[src/hdl/rcpf_pkg.sv]
// Shared types, constants and byte-forming functions of the control packet former.
`default_nettype none

package rcpf_pkg;

  // Configuration register indexes.
  localparam logic [2:0] CfgTxAddress = 3'd0;
  localparam logic [2:0] CfgHopA      = 3'd1;
  localparam logic [2:0] CfgHopB      = 3'd2;
  localparam logic [2:0] CfgHopC      = 3'd3;
  localparam logic [2:0] CfgHopD      = 3'd4;

  localparam int unsigned CfgIdxW  = 3;
  localparam int unsigned CfgDataW = 32;

  localparam logic [31:0] TxAddressReset = 32'hA305_22C1;
  localparam logic [7:0]  HopAReset      = 8'd60;
  localparam logic [7:0]  HopBReset      = 8'd73;
  localparam logic [7:0]  HopCReset      = 8'd75;
  localparam logic [7:0]  HopDReset      = 8'd65;

  // Frame opcodes.
  localparam logic OpData = 1'b0;
  localparam logic OpBind = 1'b1;

  // Fixed frame bytes.
  localparam logic [7:0] HdrSync     = 8'h0F;
  localparam logic [7:0] HdrData     = 8'hA6;
  localparam logic [7:0] HdrBind     = 8'hA4;
  localparam logic [7:0] HdrDataTail = 8'hF7;
  localparam logic [7:0] FlagTakeoff = 8'h20;
  localparam logic [7:0] FlagEstop   = 8'h04;
  localparam logic [5:0] ThrottleTrim = 6'h1F;
  localparam logic [7:0] HopAvoid    = 8'h2D;

  // Bytes 0..13 are formed up front; byte 14 is the sum and byte 15 is zero.
  localparam int unsigned BodyBytes = 14;
  localparam logic [3:0] SumIdx  = 4'd14;
  localparam logic [3:0] LastIdx = 4'd15;

  typedef logic [BodyBytes-1:0][7:0] body_t;

  typedef struct packed {
    logic              opcode;
    logic signed [11:0] aileron;
    logic signed [11:0] elevator;
    logic signed [11:0] throttle;
    logic signed [11:0] rudder;
    logic signed [11:0] trim_aileron;
    logic signed [11:0] trim_elevator;
    logic signed [11:0] trim_rudder;
    logic              takeoff_land;
    logic              emergency_stop;
  } in_item_t;

  typedef struct packed {
    logic [7:0] frame_byte;
    logic       last_byte;
  } out_item_t;

  typedef struct packed {
    logic [31:0] tx_address;
    logic [7:0]  hop_a;
    logic [7:0]  hop_b;
    logic [7:0]  hop_c;
    logic [7:0]  hop_d;
  } cfg_t;

  // (v + 1023) / 2 rounded toward zero, clamped to 0..1023.
  function automatic logic [9:0] chan10(input logic signed [11:0] v);
    logic signed [12:0] s;
    logic [10:0]        x;
    s = {v[11], v} + 13'sd1023;
    x = s[11:1];
    if (s[12]) begin
      chan10 = 10'd0;
    end else if (x[10]) begin
      chan10 = 10'h3FF;
    end else begin
      chan10 = x[9:0];
    end
  endfunction

  // v / 32 rounded toward zero, plus 31, clamped to 0..63.
  function automatic logic [5:0] trim6(input logic signed [11:0] v);
    logic signed [11:0] a;
    logic signed [7:0]  t;
    a = v[11] ? (v + 12'sd31) : v;
    t = {a[11], a[11:5]} + 8'sd31;
    if (t[7]) begin
      trim6 = 6'd0;
    end else if (t[6]) begin
      trim6 = 6'h3F;
    end else begin
      trim6 = t[5:0];
    end
  endfunction

  function automatic logic [7:0] rev8(input logic [7:0] b);
    logic [7:0] r;
    for (int i = 0; i < 8; i++) begin
      r[i] = b[7-i];
    end
    rev8 = r;
  endfunction

  // The avoided hop channel is moved up by one before the offset.
  function automatic logic [7:0] hop_adj(input logic [7:0] c);
    logic [7:0] m;
    m = (c == HopAvoid) ? (c + 8'd1) : c;
    hop_adj = m - 8'd2;
  endfunction

endpackage

`default_nettype wire

[src/hdl/rcpf_front.sv]
// Front end: holds the configuration and forms the frame body of each accepted item.
`default_nettype none

module rcpf_front (
  input  wire logic                          clk_i,
  input  wire logic                          rst_ni,
  input  wire logic                          cfg_we_i,
  input  wire logic [rcpf_pkg::CfgIdxW-1:0]  cfg_idx_i,
  input  wire logic [rcpf_pkg::CfgDataW-1:0] cfg_wdata_i,
  input  wire rcpf_pkg::in_item_t            in_item_i,
  output rcpf_pkg::body_t                    body_o
);

  rcpf_pkg::cfg_t cfg_q;

  always_ff @(posedge clk_i or negedge rst_ni) begin
    if (!rst_ni) begin
      cfg_q.tx_address <= rcpf_pkg::TxAddressReset;
      cfg_q.hop_a      <= rcpf_pkg::HopAReset;
      cfg_q.hop_b      <= rcpf_pkg::HopBReset;
      cfg_q.hop_c      <= rcpf_pkg::HopCReset;
      cfg_q.hop_d      <= rcpf_pkg::HopDReset;
    end else if (cfg_we_i) begin
      unique case (cfg_idx_i)
        rcpf_pkg::CfgTxAddress: cfg_q.tx_address <= cfg_wdata_i;
        rcpf_pkg::CfgHopA:      cfg_q.hop_a <= cfg_wdata_i[7:0];
        rcpf_pkg::CfgHopB:      cfg_q.hop_b <= cfg_wdata_i[7:0];
        rcpf_pkg::CfgHopC:      cfg_q.hop_c <= cfg_wdata_i[7:0];
        rcpf_pkg::CfgHopD:      cfg_q.hop_d <= cfg_wdata_i[7:0];
        default: ;
      endcase
    end
  end

  logic [9:0] ch_ail, ch_ele, ch_thr, ch_rud;
  logic [5:0] tr_ail, tr_ele, tr_rud;

  always_comb begin
    ch_ail = rcpf_pkg::chan10(in_item_i.aileron);
    ch_ele = rcpf_pkg::chan10(in_item_i.elevator);
    ch_thr = rcpf_pkg::chan10(in_item_i.throttle);
    ch_rud = rcpf_pkg::chan10(in_item_i.rudder);
    tr_ail = rcpf_pkg::trim6(in_item_i.trim_aileron);
    tr_ele = rcpf_pkg::trim6(in_item_i.trim_elevator);
    tr_rud = rcpf_pkg::trim6(in_item_i.trim_rudder);

    body_o    = '0;
    body_o[0] = rcpf_pkg::HdrSync;
    if (in_item_i.opcode == rcpf_pkg::OpBind) begin
      body_o[1] = rcpf_pkg::HdrBind;
      body_o[2] = rcpf_pkg::rev8(cfg_q.tx_address[23:16]);
      body_o[3] = rcpf_pkg::rev8(cfg_q.tx_address[31:24]);
      body_o[4] = rcpf_pkg::rev8(cfg_q.tx_address[7:0]);
      body_o[5] = rcpf_pkg::rev8(cfg_q.tx_address[15:8]);
      body_o[6] = rcpf_pkg::hop_adj(cfg_q.hop_a);
      body_o[7] = rcpf_pkg::hop_adj(cfg_q.hop_b);
      body_o[8] = rcpf_pkg::hop_adj(cfg_q.hop_c);
      body_o[9] = rcpf_pkg::hop_adj(cfg_q.hop_d);
    end else begin
      body_o[1]  = rcpf_pkg::HdrData;
      body_o[2]  = rcpf_pkg::HdrDataTail;
      body_o[4]  = (in_item_i.takeoff_land ? rcpf_pkg::FlagTakeoff : 8'h00) |
                   (in_item_i.emergency_stop ? rcpf_pkg::FlagEstop : 8'h00);
      body_o[5]  = {tr_ail, ch_ail[9:8]};
      body_o[6]  = ch_ail[7:0];
      body_o[7]  = {tr_ele, ch_ele[9:8]};
      body_o[8]  = ch_ele[7:0];
      body_o[9]  = {rcpf_pkg::ThrottleTrim, ch_thr[9:8]};
      body_o[10] = ch_thr[7:0];
      body_o[11] = {tr_rud, ch_rud[9:8]};
      body_o[12] = ch_rud[7:0];
    end
  end

endmodule

`default_nettype wire

[src/hdl/rcpf_queue.sv]
// Two-entry queue of formed frame bodies between the front and the back end.
`default_nettype none

module rcpf_queue (
  input  wire logic            clk_i,
  input  wire logic            rst_ni,
  input  wire logic            push_i,
  input  wire rcpf_pkg::body_t push_data_i,
  input  wire logic            pop_i,
  output rcpf_pkg::body_t      head_o,
  output logic                 full_o,
  output logic                 empty_o
);

  rcpf_pkg::body_t mem_q [2];
  logic       wr_ptr_q, wr_ptr_d;
  logic       rd_ptr_q, rd_ptr_d;
  logic [1:0] count_q, count_d;

  always_comb begin
    full_o   = count_q[1];
    empty_o  = (count_q == 2'd0);
    head_o   = mem_q[rd_ptr_q];
    wr_ptr_d = push_i ? ~wr_ptr_q : wr_ptr_q;
    rd_ptr_d = pop_i ? ~rd_ptr_q : rd_ptr_q;
    count_d  = count_q + {1'b0, push_i} - {1'b0, pop_i};
  end

  always_ff @(posedge clk_i or negedge rst_ni) begin
    if (!rst_ni) begin
      wr_ptr_q <= 1'b0;
      rd_ptr_q <= 1'b0;
      count_q  <= 2'd0;
    end else begin
      wr_ptr_q <= wr_ptr_d;
      rd_ptr_q <= rd_ptr_d;
      count_q  <= count_d;
    end
  end

  always_ff @(posedge clk_i) begin
    if (push_i) begin
      mem_q[wr_ptr_q] <= push_data_i;
    end
  end

endmodule

`default_nettype wire

[src/hdl/rcpf_back.sv]
// Back end: sends the queued frame one byte per item, adding the checksum and the end mark.
`default_nettype none

module rcpf_back (
  input  wire logic            clk_i,
  input  wire logic            rst_ni,
  input  wire rcpf_pkg::body_t head_i,
  input  wire logic            empty_i,
  output logic                 pop_o,
  output logic                 out_valid_o,
  input  wire logic            out_stall_i,
  output rcpf_pkg::out_item_t  out_item_o
);

  logic                out_valid_q, out_valid_d;
  rcpf_pkg::out_item_t out_item_q, out_item_d;
  logic [3:0]          idx_q, idx_d;
  logic [7:0]          sum_q, sum_d;
  logic                advance;
  logic                send;
  logic [7:0]          cur_byte;

  always_comb begin
    advance = !out_valid_q || !out_stall_i;
    send    = advance && !empty_i;

    if (idx_q == rcpf_pkg::SumIdx) begin
      cur_byte = sum_q;
    end else if (idx_q == rcpf_pkg::LastIdx) begin
      cur_byte = 8'h00;
    end else begin
      cur_byte = head_i[idx_q];
    end

    pop_o       = send && (idx_q == rcpf_pkg::LastIdx);
    idx_d       = send ? (idx_q + 4'd1) : idx_q;
    // The running sum restarts on byte 0 of every frame.
    sum_d       = sum_q;
    if (send) begin
      sum_d = (idx_q == 4'd0) ? cur_byte : (sum_q + cur_byte);
    end
    out_valid_d = advance ? !empty_i : out_valid_q;
    out_item_d  = out_item_q;
    if (send) begin
      out_item_d.frame_byte = cur_byte;
      out_item_d.last_byte  = (idx_q == rcpf_pkg::LastIdx);
    end
  end

  always_ff @(posedge clk_i or negedge rst_ni) begin
    if (!rst_ni) begin
      out_valid_q <= 1'b0;
      idx_q       <= 4'd0;
      sum_q       <= 8'd0;
    end else begin
      out_valid_q <= out_valid_d;
      idx_q       <= idx_d;
      sum_q       <= sum_d;
    end
  end

  always_ff @(posedge clk_i) begin
    out_item_q <= out_item_d;
  end

  assign out_valid_o = out_valid_q;
  assign out_item_o  = out_item_q;

endmodule

`default_nettype wire

[src/hdl/rc_control_packet_former_unit.sv]
// Top level of the radio control packet former.
`default_nettype none

// Each accepted item produces one 16-byte frame (data or bind) delivered as
// sixteen output items, one byte each, with last_byte set on the sixteenth.
// The front end forms bytes 0..13 in the cycle of acceptance and places them
// in a two-entry queue; the back end sends one byte per cycle while the output
// is not stalled and produces the checksum byte from a running sum. With no
// output stall the intake rate is set by the single byte-wide output.
// Up to two formed frames can wait in the queue while the output is stalled.
// Configuration writes take effect on frames accepted afterwards.
module rc_control_packet_former_unit (
  input  wire logic                          clk_i,
  input  wire logic                          rst_ni,
  input  wire logic                          cfg_we_i,
  input  wire logic [rcpf_pkg::CfgIdxW-1:0]  cfg_idx_i,
  input  wire logic [rcpf_pkg::CfgDataW-1:0] cfg_wdata_i,
  input  wire logic                          in_valid_i,
  output logic                               in_stall_o,
  input  wire rcpf_pkg::in_item_t            in_item_i,
  output logic                               out_valid_o,
  input  wire logic                          out_stall_i,
  output rcpf_pkg::out_item_t                out_item_o
);

  rcpf_pkg::body_t body;
  rcpf_pkg::body_t head;
  logic            push;
  logic            pop;
  logic            full;
  logic            empty;

  assign in_stall_o = full;
  assign push       = in_valid_i && !full;

  rcpf_front u_front (
    .clk_i       (clk_i),
    .rst_ni      (rst_ni),
    .cfg_we_i    (cfg_we_i),
    .cfg_idx_i   (cfg_idx_i),
    .cfg_wdata_i (cfg_wdata_i),
    .in_item_i   (in_item_i),
    .body_o      (body)
  );

  rcpf_queue u_queue (
    .clk_i       (clk_i),
    .rst_ni      (rst_ni),
    .push_i      (push),
    .push_data_i (body),
    .pop_i       (pop),
    .head_o      (head),
    .full_o      (full),
    .empty_o     (empty)
  );

  rcpf_back u_back (
    .clk_i       (clk_i),
    .rst_ni      (rst_ni),
    .head_i      (head),
    .empty_i     (empty),
    .pop_o       (pop),
    .out_valid_o (out_valid_o),
    .out_stall_i (out_stall_i),
    .out_item_o  (out_item_o)
  );

endmodule

`default_nettype wire

[config.mk]
export PLATFORM = sky130hd
export DESIGN_NAME = rc_control_packet_former_unit
export DESIGN_NICKNAME = d
export VERILOG_FILES = /design/src/hdl/rcpf_pkg.sv /design/src/hdl/rcpf_front.sv /design/src/hdl/rcpf_queue.sv /design/src/hdl/rcpf_back.sv /design/src/hdl/rc_control_packet_former_unit.sv
export SDC_FILE = /design/constraint.sdc
export NUM_CORES = 1
export LEC_CHECK = 0
export BUFFER_PORTS_ARGS = -buffer_cell sky130_fd_sc_hd__buf_4
export CAP_MARGIN = 20
export CORE_ASPECT_RATIO = 1.1
export CORE_MARGIN = 2
export CORE_UTILIZATION = 56
export CTS_BUF_LIST = sky130_fd_sc_hd__clkbuf_4 sky130_fd_sc_hd__clkbuf_8
export DETAILED_ROUTE_END_ITERATION = 7
export HOLD_SLACK_MARGIN = 0.1
export PLACE_DENSITY = 0.79
export RECOVER_POWER = 50
export SLEW_MARGIN = 20
export SYNTH_ARGS = -nofsm -noshare
export SYNTH_HDL_FRONTEND = slang
export SYNTH_SLANG_ARGS = --single-unit
[constraint.sdc]
create_clock -name clk_i -period 5.15 [get_ports clk_i]
set_input_delay 0.7725 -clock clk_i [delete_from_list [all_inputs] [get_ports clk_i]]
set_output_delay 0.7725 -clock clk_i [all_outputs]
set_load 0.005 [all_outputs]
==> results summary, run 1 <==
The mean area per synthesized cell is 12.44 um^2. The path class of the tightest hold or removal check is input pin to register. In this design, the largest share of critical-path delay is due to buffers and inverters. The summed area of non-filler cells in the final layout is 0.01616 mm^2. The slack of the worst reg-to-reg path is 1.05 ns. The number of warning messages in the yosys log is 0.

The growth of design area from synthesis to finish is 15.76%. Dividing the final minimum period by the clock period gives 82.49%. The share of power burned in combinational logic is 35.6%. Adding up every negative setup slack in the final design gives 0 ns. The number of antenna violations at the first check in global routing is 0. The detailed router's first-iteration violation count came out at 643.

The count of buffers added on input and output ports is 137. The number of sinks driven by the clock tree is 268. Of the cells placed in the final design, the portion with a size suffix greater than 1 is 26.49%. The cell internal power dissipation came out at 5.345 mW. The floorplan step defined a die boundary enclosing 0.02620 mm^2. The sequential cell fraction of total power came out at 41.0%. The cell type of the slowest stage on the worst timing path is clkbuf_1.

The via count of the first global-routing pass is 9499. For this design the top-level I/O count stands at 138. Summing all multi-input logic gate instances after layout gives 0.005972 mm^2.

For this run, the total global-route usage over all layers was measured as 23.64%. The number of enable-type register cells in the synthesized netlist came out at 187. The worst setup path is launched from an input pin.

In this run the power density over the cells is 497.1 mW/mm^2. The die extent in y came out at 169.6 um. The core footprint is 0.02447 mm^2. The placer congestion estimate is 0.9042.

The overall overflow remaining after global route is 0. The wire-length estimate of the detail-placed layout is 21.85 mm. The CTS tree is done. The final critical delay including setup and external delays is 4.248 ns. The count of hold-fix buffers inserted at cts came out at 0. The synthesized net count is 1282.

The first-pass GRT wire length came out at 48.55 mm. Across the run, the number of max-cap violations was 5. The gate count after technology mapping came out at 1122. In this run the power spent charging and discharging nets is 2.686 mW. Setup repair after global routing left no endpoint under its margin. Clock tree synthesis inserted a total of 44 buffers. The final routed DRC violation total is 0. Across the VDD grid, the largest voltage drop is 0.2770 mV. Once the floorplan was initialized, standard cells occupied 57.03% of the core. The final reports fail on max-capacitance violations, max-slew violations. The transition time at the pin with the least slew margin is 3.321 ns.

After floorplanning, the core was divided into 60 placement rows. At the end of the flow, the number of nets in the layout was 1434. The top cell types in the final layout, fill and taps aside, are 187 x edfxtp_1, 130 x buf_4, 116 x nand2_1. The required time of the critical path is 5.38 ns. The antenna diode count is 0. The type of element capturing the critical path is a register. The worst-case headroom to the max-slew limit came out at -121.4%.

For this design the static power due to leakage is 6.140 nW. The clock network is responsible for 23.4% of the overall power. The delay of the slowest cell on the worst path is 2.33 ns. The number of nets with antenna violations after routing is 0. The cell area that synthesis handed to floorplanning was 0.01396 mm^2.

The category of the most critical setup path is input pin to register. The post-cts resize count came out at 0. In this run the critical register-to-register path is launched from u_back.idx_q[0]$_DFFE_PN0P_. The async set-or-reset flop fraction in the synthesized netlist came out at 30.22%. The final wirelength came out at 31.30 mm. The die outline width came out at 154.5 um. The run finished, with violations left. Entering global routing, the biggest net connects 71 pins.

The number of unique standard cell types used by synthesis is 76. The endpoint identified for the worst register-to-register timing path is u_back.sum_q[7]$_DFFE_PN0P_. The signal on the critical path passes through clkbuf_1, clkbuf_1, a21oi_1, a22o_1. The clock latency reported for the late side of the worst-skew pair came out at 0.54 ns. The fill cell total of the finished layout came out at 1834. After clock tree synthesis, the clock-pin slew on the worst setup and hold paths is 0.06 ns. For hold timing, the worst endpoint is u_front.cfg_q[46]$_DFFE_PN0P_.

Measured in cells, the most critical reg-to-reg path has a length of 13. After detailed routing, the average wire length per cell comes to 19.37 um. The final route contains 9730 vias. The largest driver fanout on the critical path is 70. After detailed placement, the total cell area comes to 0.01531 mm^2. The vias per cell came out at 6.021. The most frequent standard cell in the layout excluding fill and tap cells is edfxtp_1. CTS built an H-tree with a depth of 2. In this run the clock root is driven by a clkbuf_8. The longest clock path from root to sink contains 3 buffers. The part of the Yosys area used for sequential elements came out at 54.97%. The hold violation count in the final report came to 0.

Synthesis inferred 268 register bits. The register area came out at 0.007674 mm^2. The critical path buffer and inverter count is 2. Net switching is 33.44% of the power. The number of detailed-route iterations in the first pass came out at 6. The data arrival time at the worst-slack endpoint is 4.48 ns. Setup violations remaining at the end of the flow were counted as 0.

The cell that appears most often on the critical path is clkbuf_1. Timing would allow up to 0.2354 GHz. In this run the most critical hold path is launched from cfg_wdata_i[14]. The hold path depth is 2.

The final worst hold slack is 0.4679 ns. The final-report max-slew violation count came out at 223. The number of setup buffers added after CTS came out at 0. For this run, the leading register cell type out of synthesis is edfxtp_1. The maximum clock skew at final layout came out at 0.03333 ns.
==> worst register-to-register path, cell delays in order, from the launching register on <==
cell and delay (ns):
dfrtp_1 0.70, buf_4 0.38, mux4_2 0.37, mux2_2 0.28, a22oi_1 0.18, o21ai_0 0.11, a21o_1 0.22, ha_1 0.32
inv_1 0.09, nor2_1 0.06, a2111oi_0 0.81, o211ai_1 0.24, a21o_1 0.21, nand3_1 0.06
==> worst max path at each step <==
stage / cells after the start / slack [ns] / from / to
finish: 4 / 0.90 / in_item_i[86] / u_queue.mem_q[0][44]$_DFFE_PP_
global route: 4 / 0.67 / in_item_i[86] / u_queue.mem_q[0][44]$_DFFE_PP_
CTS: 13 / 1.06 / u_queue.rd_ptr_q$_DFFE_PN0P_ / u_back.sum_q[7]$_DFFE_PN0P_
detailed placement: 13 / 1.10 / u_queue.rd_ptr_q$_DFFE_PN0P_ / u_back.sum_q[7]$_DFFE_PN0P_
global placement: 13 / 1.25 / u_queue.rd_ptr_q$_DFFE_PN0P_ / u_back.sum_q[7]$_DFFE_PN0P_
floorplan: 2 / 0.03 / in_valid_i / u_queue.mem_q[0][10]$_DFFE_PP_
==> per-stage QoR <==
step                      power (mW)  std cells  worst slack, ns  utilization [%]
after detailed placement       6.151       1538            1.096            62.58
after global routing           8.463       1616           0.6703            66.02
final                          8.031       1616           0.9017            66.02
after global placement         6.048       1538            1.251            62.56
after floorplan                5.345       1122          0.03192                -
after CTS                      8.056       1616            1.059            66.20
==> state kept, by name (all words and copies together) (netlist names) <==
register	flops
u_back.sum_q	8
u_queue.wr_ptr_q	1
u_back.idx_q	4
u_queue.mem_q	178
u_back.out_item_o	9
u_queue.count_q	2
u_back.out_valid_o	1
u_front.cfg_q	64
u_queue.rd_ptr_q	1
==> synth_stat cells, types with 5 or more instances <==
| library cell | instances | share of area [%] |
|---|---|---|
| o21ai_1 | 13 | 0.47 |
| nand2_1 | 116 | 3.1 |
| ha_1 | 32 | 2.9 |
| nand3_1 | 27 | 0.97 |
| o21ai_0 | 26 | 0.93 |
| clkbuf_1 | 31 | 0.83 |
| xor2_1 | 34 | 2.1 |
| buf_2 | 7 | 0.25 |
| nand3b_1 | 5 | 0.27 |
| nor2_1 | 62 | 1.7 |
| buf_1 | 5 | 0.13 |
| a21o_1 | 10 | 0.54 |
| dfstp_2 | 24 | 4.5 |
| a22o_1 | 25 | 1.6 |
| xnor2_1 | 49 | 3.1 |
| inv_1 | 36 | 0.97 |
| mux4_2 | 36 | 5.8 |
| and2_1 | 20 | 0.90 |
| mux2_2 | 71 | 5.7 |
| a21oi_1 | 44 | 1.6 |
| o22ai_1 | 7 | 0.31 |
| dfrtp_1 | 57 | 10 |
| o21a_1 | 10 | 0.54 |
| or4_1 | 7 | 0.38 |
| o31a_1 | 6 | 0.38 |
| nor3_1 | 19 | 0.68 |
| o211ai_1 | 7 | 0.38 |
| and3_1 | 7 | 0.31 |
| nor4_1 | 12 | 0.54 |
| o31ai_1 | 6 | 0.32 |
| a31oi_1 | 12 | 0.54 |
| edfxtp_1 | 187 | 40 |
| or3_1 | 6 | 0.27 |
| mux2i_1 | 16 | 1.1 |
| nand2b_1 | 12 | 0.54 |
| nand4_1 | 6 | 0.27 |
==> layout make-up <==
class | instances | share of cell area, %
Sequential cell | 268 | 47.49
Inverter | 38 | 0.8828
Tap cell | 310 | 2.401
Clock inverter | 20 | 1.014
Clock buffer | 58 | 4.476
Multi-Input combinational cell | 773 | 36.96
Timing Repair Buffer | 149 | 6.768
==> power by group through the flow <==
stage	registers, mW	clock network, mW	logic, mW
2_1_floorplan	3.19	0	2.16
3_3_place_gp	3.28	0	2.76
3_5_place_dp	3.31	0	2.84
4_1_cts	3.28	1.90	2.87
5_1_grt	3.34	1.99	3.13
6_report	3.29	1.88	2.86
==> kinds of logic after synthesis <==
family | synth area share (%)
flip-flops | 54.97
AND/OR/NAND/NOR | 11.52
XOR/XNOR | 5.325
AO/OA/AOI/OAI | 10.25
buffers and inverters | 2.241
adder cells (fa/ha/maj) | 3.012
multiplexers | 12.68
==> per-layer routing <==
layer | track usage (%) | wire length (um) | up-vias
li1 | - | - | 4544
met1 | 31.00 | 12950 | 4773
met2 | 40.37 | 15660 | 341
met3 | 3.575 | 1732 | 72
met4 | 8.494 | 960 | 0
met5 | 0 | 0 | -
Note: power is estimated with default switching activity, not from simulation.
==> inputs of run 2 (changes only) <==
clock period = 3.5 ns   (was 5.15 ns; I/O delays follow)
==> run 2 against run 1 <==
  * The flow still finishes with violations (max-capacitance violations, max-slew violations)
  * Final cell count grew 3.5%
  * Die area is the same
  * First-iteration DRC count rose by 25%
  * Clock-buffer cell count is 4 higher
  * Utilization grew 2.6 points
  * Register-to-register slack worse by 0.98 ns
  * Final area rose by 3.9%
  * Non-clock buffer count increased by 51
  * Clock power grew 57%
  * Largest cell class unchanged
==> results summary, run 2 (synthesized netlist as in run 1, its figures left out) <==
The worst-case headroom to the max-slew limit came out at -58.01% (+63 points). The number of nets in the final layout is 1486 (+3.6%). The amount of wire on met3 after detailed routing came out at 1.956 mm (+13%). The largest driver fanout on the critical path is 7 (-90%). The delay of the slowest cell on the worst path is 0.50 ns (-1.83 ns). The flip-flop count of the largest register after layout is 178 (unchanged).

The antenna diode count came out at 0 (unchanged). The data arrival time at the worst-slack endpoint is 3.86 ns (-0.62 ns). The overall die area came out at 0.02620 mm^2 (unchanged). The die outline width is 154.5 um (unchanged). The CTS clock-pin slew for the worst setup and hold paths is 0.07 ns (about the same). The placer congestion estimate was 0.8812 (-2.5%).

The hold violation count in the final report is 0 (unchanged). The CTS tree is done. The leakage power came out at 6.459 nW (+5.2%). The overall overflow remaining after global route is 0 (unchanged). The final routed DRC violation total came to 0 (unchanged). The number of endpoints failing setup at the final stage came out at 0 (unchanged). The fraction of final layout cells with drive strength greater than 1 is 30.89% (+4.4 points). The number of placed I/O pins came out at 138 (unchanged). The number of I/O port buffers was 137 (unchanged).

The library cells used most frequently in the layout, excluding fill and tap cells, are 187 x edfxtp_1, 168 x buf_4, 116 x nand2_1. The effective utilization at floorplan is 57.03% (unchanged). The total number of placement rows came out at 60 (unchanged). The number of maximum-capacitance constraint violations came out at 5 (unchanged). The end-of-flow core utilization came out at 68.60% (+2.6 points).

The worst hold path belongs to the class input pin to register. The flow ran to the end, but the final reports show violations. The detailed router used layers up to and including met4.

The wire length per cell after detailed routing is 19.71 um (+1.8%). The required time of the critical path is 3.93 ns (-1.45 ns). The summed area of non-filler cells in the final layout was 0.01679 mm^2 (+3.9%).

The tree is rooted in a clkbuf_8. The detailed router's first-iteration violation count came out at 804 (+25%). The number of buffers inserted during clock tree synthesis came out at 45 (+2.3%). The wire length on met1 is 13.53 mm (+4.5%). The vias per cell is 5.916 (-1.7%). The transition time at the pin with the least slew margin was 2.370 ns (-0.9505 ns). More flip-flops sit in one register than any other, and that register is u_queue.mem_q. The global routing usage summed across all routing layers is 24.63% (+0.99 points). The most frequent standard cell in the layout excluding fill and tap cells is edfxtp_1. The count of hold-fix buffers inserted at cts is 0 (unchanged). The fill cell total of the finished layout is 1701 (-7.3%). The checks that failed: max-capacitance violations, max-slew violations.

The clock latency reported for the late side of the worst-skew pair was 0.56 ns (+0.02 ns). The final critical delay including setup and external delays is 3.426 ns. The maximum vdd ir drop came out at 0.5414 mV (+95%).

The worst path uses 97.88% of the clock period. The placed cell area is 0.01563 mm^2 (+2.1%). The number of antenna violations at the first check in global routing came out at 0 (unchanged). The HPWL reported at the end of detailed placement came to 22.74 mm (+4.1%). The maximum number of buffers from clock root to sink came out at 3 (unchanged). The slowest stage of the critical path belongs to the cell mux4_2. The number of detailed-route iterations in the first pass is 7 (+1). The via count of the first global-routing pass came to 9673 (+1.8%).

The total power density per cell area came out at 775.3 mW/mm^2 (+56%). The number of nets with antenna violations after routing is 0 (unchanged). Walking the worst path, the cells encountered are buf_4, clkbuf_16, mux4_2, mux2_2, a22oi_2, nor2_1, a21oi_1, o21ai_1, ha_1, or3_1, o21ai_0, buf_4, nor3b_1, o21ai_1, nand3_1. The maximum level of the CTS H-tree is 2 (unchanged). Timing would allow up to 0.2919 GHz. The final-report max-slew violation count came out at 212 (-4.9%).

The core footprint is 0.02447 mm^2 (unchanged). STA classifies the critical path startpoint as a register. The die extent in y came out at 169.6 um (unchanged).

The first-pass GRT wire length is 50.57 mm (+4.2%). The maximum clock skew at final layout is 0.01753 ns (-0.01581 ns). The total vias in the final route is 9897 (+1.7%). The category of the most critical setup path is register to register.

The number of sinks driven by the clock tree is 268 (unchanged). The sum of met2 wire segment lengths after detailed routing came out at 16.73 mm (+6.8%). STA classifies the critical path endpoint as a register.

From synthesis to final layout, the design area changed by 20.29%. The largest net degree at the start of global routing is 69 (-2.8%). The final wirelength is 32.98 mm (+5.4%).
## run 2: changes by cell type in the layout (fill, tap and decap cells not counted), moves of 3 or more
| cell | change |
|---|---|
| a21oi_1 | -5 |
| a21oi_2 | +5 |
| buf_12 | +4 |
| buf_4 | +38 |
| buf_6 | +3 |
| clkbuf_4 | +3 |
| clkinv_1 | -4 |
| clkinv_2 | +4 |
| ha_1 | -3 |
## run 2: power by group
group | internal [mW] | switching (mW)
Clock | 1.71 | 1.25
Combinational | 2.58 | 2.68
Sequential | 4.37 | 0.426
## run 2: routing by layer
layer	vias to the layer above	track usage [%]
met1	4810	32.98
met3	61	3.933
met4	0	7.770
li1	4659	-
met2	367	41.65
met5	-	0
## run 2: timing repair
action	in CTS	in global routing
endpoints found under the setup margin	2	3
buffers inserted	3	9
pin swaps	0	13
cloned	0	1
gates resized for setup	4	24
## run 2: worst max-delay path: cells and delay by family (launching register included)
kind	cells	cell delay, ns
muxes	2	0.79
AOI/OAI and AO/OA	5	0.74
and+or+nand+nor	4	0.55
buffers and inverters	3	0.50
DFF	1	0.45
adders and majority gates	1	0.26
## run 2: metrics by stage
step	hold slack [ns]	setup TNS [ns]	power, mW	cells	setup slack (ns)
CTS	0.1380	0	12.60	1663	0.003153
global placement	0.4572	0	9.420	1576	0.03812
finish	0.1900	0	13.02	1673	0.07403
global route	0.1773	-0.1240	13.72	1673	-0.09822
floorplan	0.2294	0	7.888	1122	0.005043
detailed placement	0.4695	-0.1001	9.542	1576	-0.06618
## run 2: path summary, 6_finish.rpt
kind / endpoint / start / depth (start not counted) / slack, ns
hold reg to reg: u_back.out_valid_o$_DFFE_PN0P_ / u_queue.count_q[0]$_DFF_PN0_ / 2 / 0.48
min in group asynchronous: u_back.sum_q[7]$_DFFE_PN0P_ / rst_ni / 1 / 0.48
hold / removal: u_back.out_valid_o$_DFFE_PN0P_ / out_stall_i / 3 / 0.19
max in group asynchronous: u_queue.rd_ptr_q$_DFFE_PN0P_ / rst_ni / 1 / 1.80
setup / recovery: u_back.sum_q[7]$_DFFE_PN0P_ / u_queue.rd_ptr_q$_DFFE_PN0P_ / 15 / 0.07
setup reg to reg: u_back.sum_q[7]$_DFFE_PN0P_ / u_queue.rd_ptr_q$_DFFE_PN0P_ / 15 / 0.07
## run 2: cell type report
type                            count  area (um^2)  area share [%]
Multi-Input combinational cell    773         6058           36.09
Clock buffer                       62        759.5           4.524
Inverter                           38        142.6          0.8496
Timing Repair Buffer              200         1560           9.294
Sequential cell                   268         7675           45.71
Tap cell                          310        387.9           2.310
Clock inverter                     22        205.2           1.222
==> inputs of run 3 (changes only) <==
PLACE_DENSITY = 0.81   (was 0.79)
==> run 3 against run 2 <==
  * Via count is 0.52% lower
  * Sequential share of layout area is 0.28 points higher
  * Fmax is 0.29% higher
  * Non-clock buffer count is 3 lower
  * The flow still finishes with violations (max-capacitance violations, max-slew violations)
  * Critical path depth stayed put
  * Final area is 0.63% lower
  * Critical endpoint unchanged
  * Clock-buffer cell count is 3 lower
  * Clock skew is 0.0094 ns higher
==> results summary, run 3 (synthesized netlist as in run 1, its figures left out) <==
The worst setup path is launched from a register. The maximum clock frequency came out at 0.2927 GHz (+0.29%). The hold violation count in the final report is 0 (unchanged). The critical path goes through buf_12, buf_12, buf_4, mux4_2, mux2i_1, a211oi_1, a21oi_1, o21ai_2, ha_1, or3_1, o21ai_0, buf_4, nor3b_1, o21ai_1, nand3_2. The reg-to-reg critical path endpoint is u_back.sum_q[7]$_DFFE_PN0P_. Setup repair after global routing could not meet its margin everywhere. The die extent in y was 169.6 um (unchanged). The library cell used most frequently in the layout, excluding fill and tap cells, is edfxtp_1. The maximum clock skew at final layout came out at 0.02693 ns (+0.009406 ns).

The beginning of the worst hold path is out_stall_i. For this design, the slowest cell found on the critical path is mux4_2. The first-pass GRT wire length came out at 50.73 mm (+0.31%). The number of nets with antenna violations after routing is 0 (unchanged). The core footprint came to 0.02447 mm^2 (unchanged). The vias per cell is 5.910 (about the same). The final critical delay including setup and external delays is 3.416 ns (-0.009952 ns). The fraction of the cycle the final worst path needs came out at 97.60% (-0.28 points). The global routing usage summed across all routing layers was 24.65% (about the same). The path with the worst hold slack has its endpoint at u_back.out_valid_o$_DFFE_PN0P_. The effective utilization at floorplan was 57.03% (unchanged). The number of maximum-capacitance constraint violations came out at 3 (-2). The maximum number of buffers from clock root to sink came out at 3 (unchanged). The leakage power is 6.413 nW (-0.71%).

The slack of the worst reg-to-reg path was 0.08 ns (about the same). The largest driver fanout on the critical path came out at 11 (+4). The top cell types in the final layout, fill and taps aside, are 187 x edfxtp_1, 172 x buf_4, 116 x nand2_1. The worst-case headroom to the max-slew limit was -58.73% (-0.72 points).

The total number of placement rows is 60 (unchanged). The final-report max-slew violation count came out at 139 (-34%). The detailed router's first-iteration violation count came out at 701 (-13%).

The data arrival time at the worst-slack endpoint came out at 3.84 ns (-0.02 ns). More flip-flops sit in one register than any other, and that register is u_queue.mem_q. The worst setup path is of the register to register kind.

The clock latency reported for the late side of the worst-skew pair was 0.55 ns (about the same). The number of buffers inserted during clock tree synthesis is 43 (-4.4%). The wire length per cell after detailed routing came out at 19.30 um (-2.1%). The hold path depth is 3 (unchanged). The final wirelength is 32.15 mm (-2.5%). The transition time at the pin with the least slew margin came to 2.381 ns (+0.01078 ns). The delay of the slowest cell on the worst path is 0.51 ns (about the same). The maximum level of the CTS H-tree came to 2 (unchanged). The min-delay analysis places its worst path in the category input pin to register. TritonCTS built the clock tree. The number of detailed-route iterations in the first pass is 4 (-3). The die outline width was 154.5 um (unchanged).

The required time of the critical path was 3.92 ns (about the same). The number of sinks driven by the clock tree is 268 (unchanged). The length in cells of the worst reg-to-reg path is 15 (unchanged). CTS placed an instance of clkbuf_8 at the clock tree root. The antenna diode count is 0 (unchanged). The setup TNS is 0 ns (unchanged). The via count of the first global-routing pass was 9913 (+2.5%).

The total vias in the final route came out at 9846 (-0.52%). The number of nets in the final layout is 1481 (-0.34%). The number of I/O port buffers came out at 137 (unchanged). The maximum vdd ir drop came out at 0.4869 mV (-10%). The flip-flop count of the largest register after layout is 178 (unchanged). The number of antenna violations at the first check in global routing is 0 (unchanged). The final routed DRC violation total is 0 (unchanged).

The final reports fail on max-capacitance violations, max-slew violations. The fraction of final layout cells with drive strength greater than 1 is 30.24% (-0.65 points). The growth of design area from synthesis to finish is 19.53%.

The largest net degree at the start of global routing came to 71 (+2.9%). The CTS clock-pin slew for the worst setup and hold paths is 0.06 ns (about the same). The number of endpoints failing setup at the final stage is 0 (unchanged). The worst register-to-register path begins at u_queue.rd_ptr_q$_DFFE_PN0P_.

The flow ran to the end, but the final reports show violations. The overall die area came to 0.02620 mm^2 (unchanged). The HPWL reported at the end of detailed placement is 22.84 mm (+0.44%). The overall overflow remaining after global route came out at 0 (unchanged).

The critical path buffer and inverter count is 4 (+1). The end-of-flow core utilization is 68.17% (-0.43 points). The number of placed I/O pins is 138 (unchanged).

The placer congestion estimate came out at 0.9050 (+2.7%). In this design, the largest share of critical-path delay is due to compound AO/OA/AOI/OAI gates. The total power density per cell area is 773.0 mW/mm^2 (-0.29%). The type of element capturing the critical path is a register.
==> run 3: final cells by class <==
type                            instances  area (um^2)
Sequential cell                       268         7674
Multi-Input combinational cell        773         6033
Inverter                               38        142.6
Clock buffer                           59        724.4
Clock inverter                         21        206.4
Tap cell                              310        387.9
Timing Repair Buffer                  197         1515
Fill cell                            1780         7790
==> run 3: how the worst max path moves through the flow <==
stage / from / endpoint / cells after the start
floorplan: u_queue.rd_ptr_q$_DFFE_PN0P_ / u_back.sum_q[7]$_DFFE_PN0P_ / 13
global placement: u_queue.rd_ptr_q$_DFFE_PN0P_ / u_back.sum_q[7]$_DFFE_PN0P_ / 13
detailed placement: u_queue.rd_ptr_q$_DFFE_PN0P_ / u_back.sum_q[7]$_DFFE_PN0P_ / 14
CTS: u_queue.rd_ptr_q$_DFFE_PN0P_ / u_back.sum_q[6]$_DFFE_PN0P_ / 14
global route: u_queue.rd_ptr_q$_DFFE_PN0P_ / u_back.sum_q[7]$_DFFE_PN0P_ / 14
finish: u_queue.rd_ptr_q$_DFFE_PN0P_ / u_back.sum_q[7]$_DFFE_PN0P_ / 15
==> run 3: metrics by stage <==
stage          hold slack (ns)  cell area (um^2)  power, mW  cells  setup WS (ns)
3_3_place_gp            0.4606             15660      9.496   1576        0.03262
5_1_grt                 0.1952             16680      13.56   1666        -0.1232
4_1_cts                 0.1834             16640      12.66   1658       -0.02784
2_1_floorplan           0.2294             13980      7.888   1122       0.005043
6_report                0.2102             16680      12.90   1666        0.08399
3_5_place_dp            0.4828             15660      9.648   1576        -0.1447
==> run 3: power breakdown <==
part	switching [mW]	leakage (nW)	internal [mW]
sequential	0.423	2.66	4.38
clock	1.23	0.480	1.65
combinational	2.65	3.27	2.57
total	4.31	6.41	8.59
==> run 3: tightest hold or removal path: cells and delay by family <==
| family | cells | cell delay, ns |
|---|---|---|
| and+or+nand+nor | 2 | 0.11 |
| buffers and inverters | 1 | 0.07 |
==> run 3: routing by layer <==
metal	GRT usage (%)	share of wire, %	routed length (um)	up-vias
met1	32.51	42	13380	4792
met4	9.461	3.1	993	0
met5	0	0	0	-
met2	41.52	50	15970	349
met3	3.856	5.6	1814	69
li1	-	-	-	4636
==> run 3: repair_timing <==
action / CTS / global route
setup buffers: 0 / 8
pin swaps: 0 / 10
hold buffers: 1 / 0
setup endpoints to repair: 1 / 3
gates cloned: 1 / 0
gates resized for setup: 4 / 13
hold endpoints to repair: 29 / 0
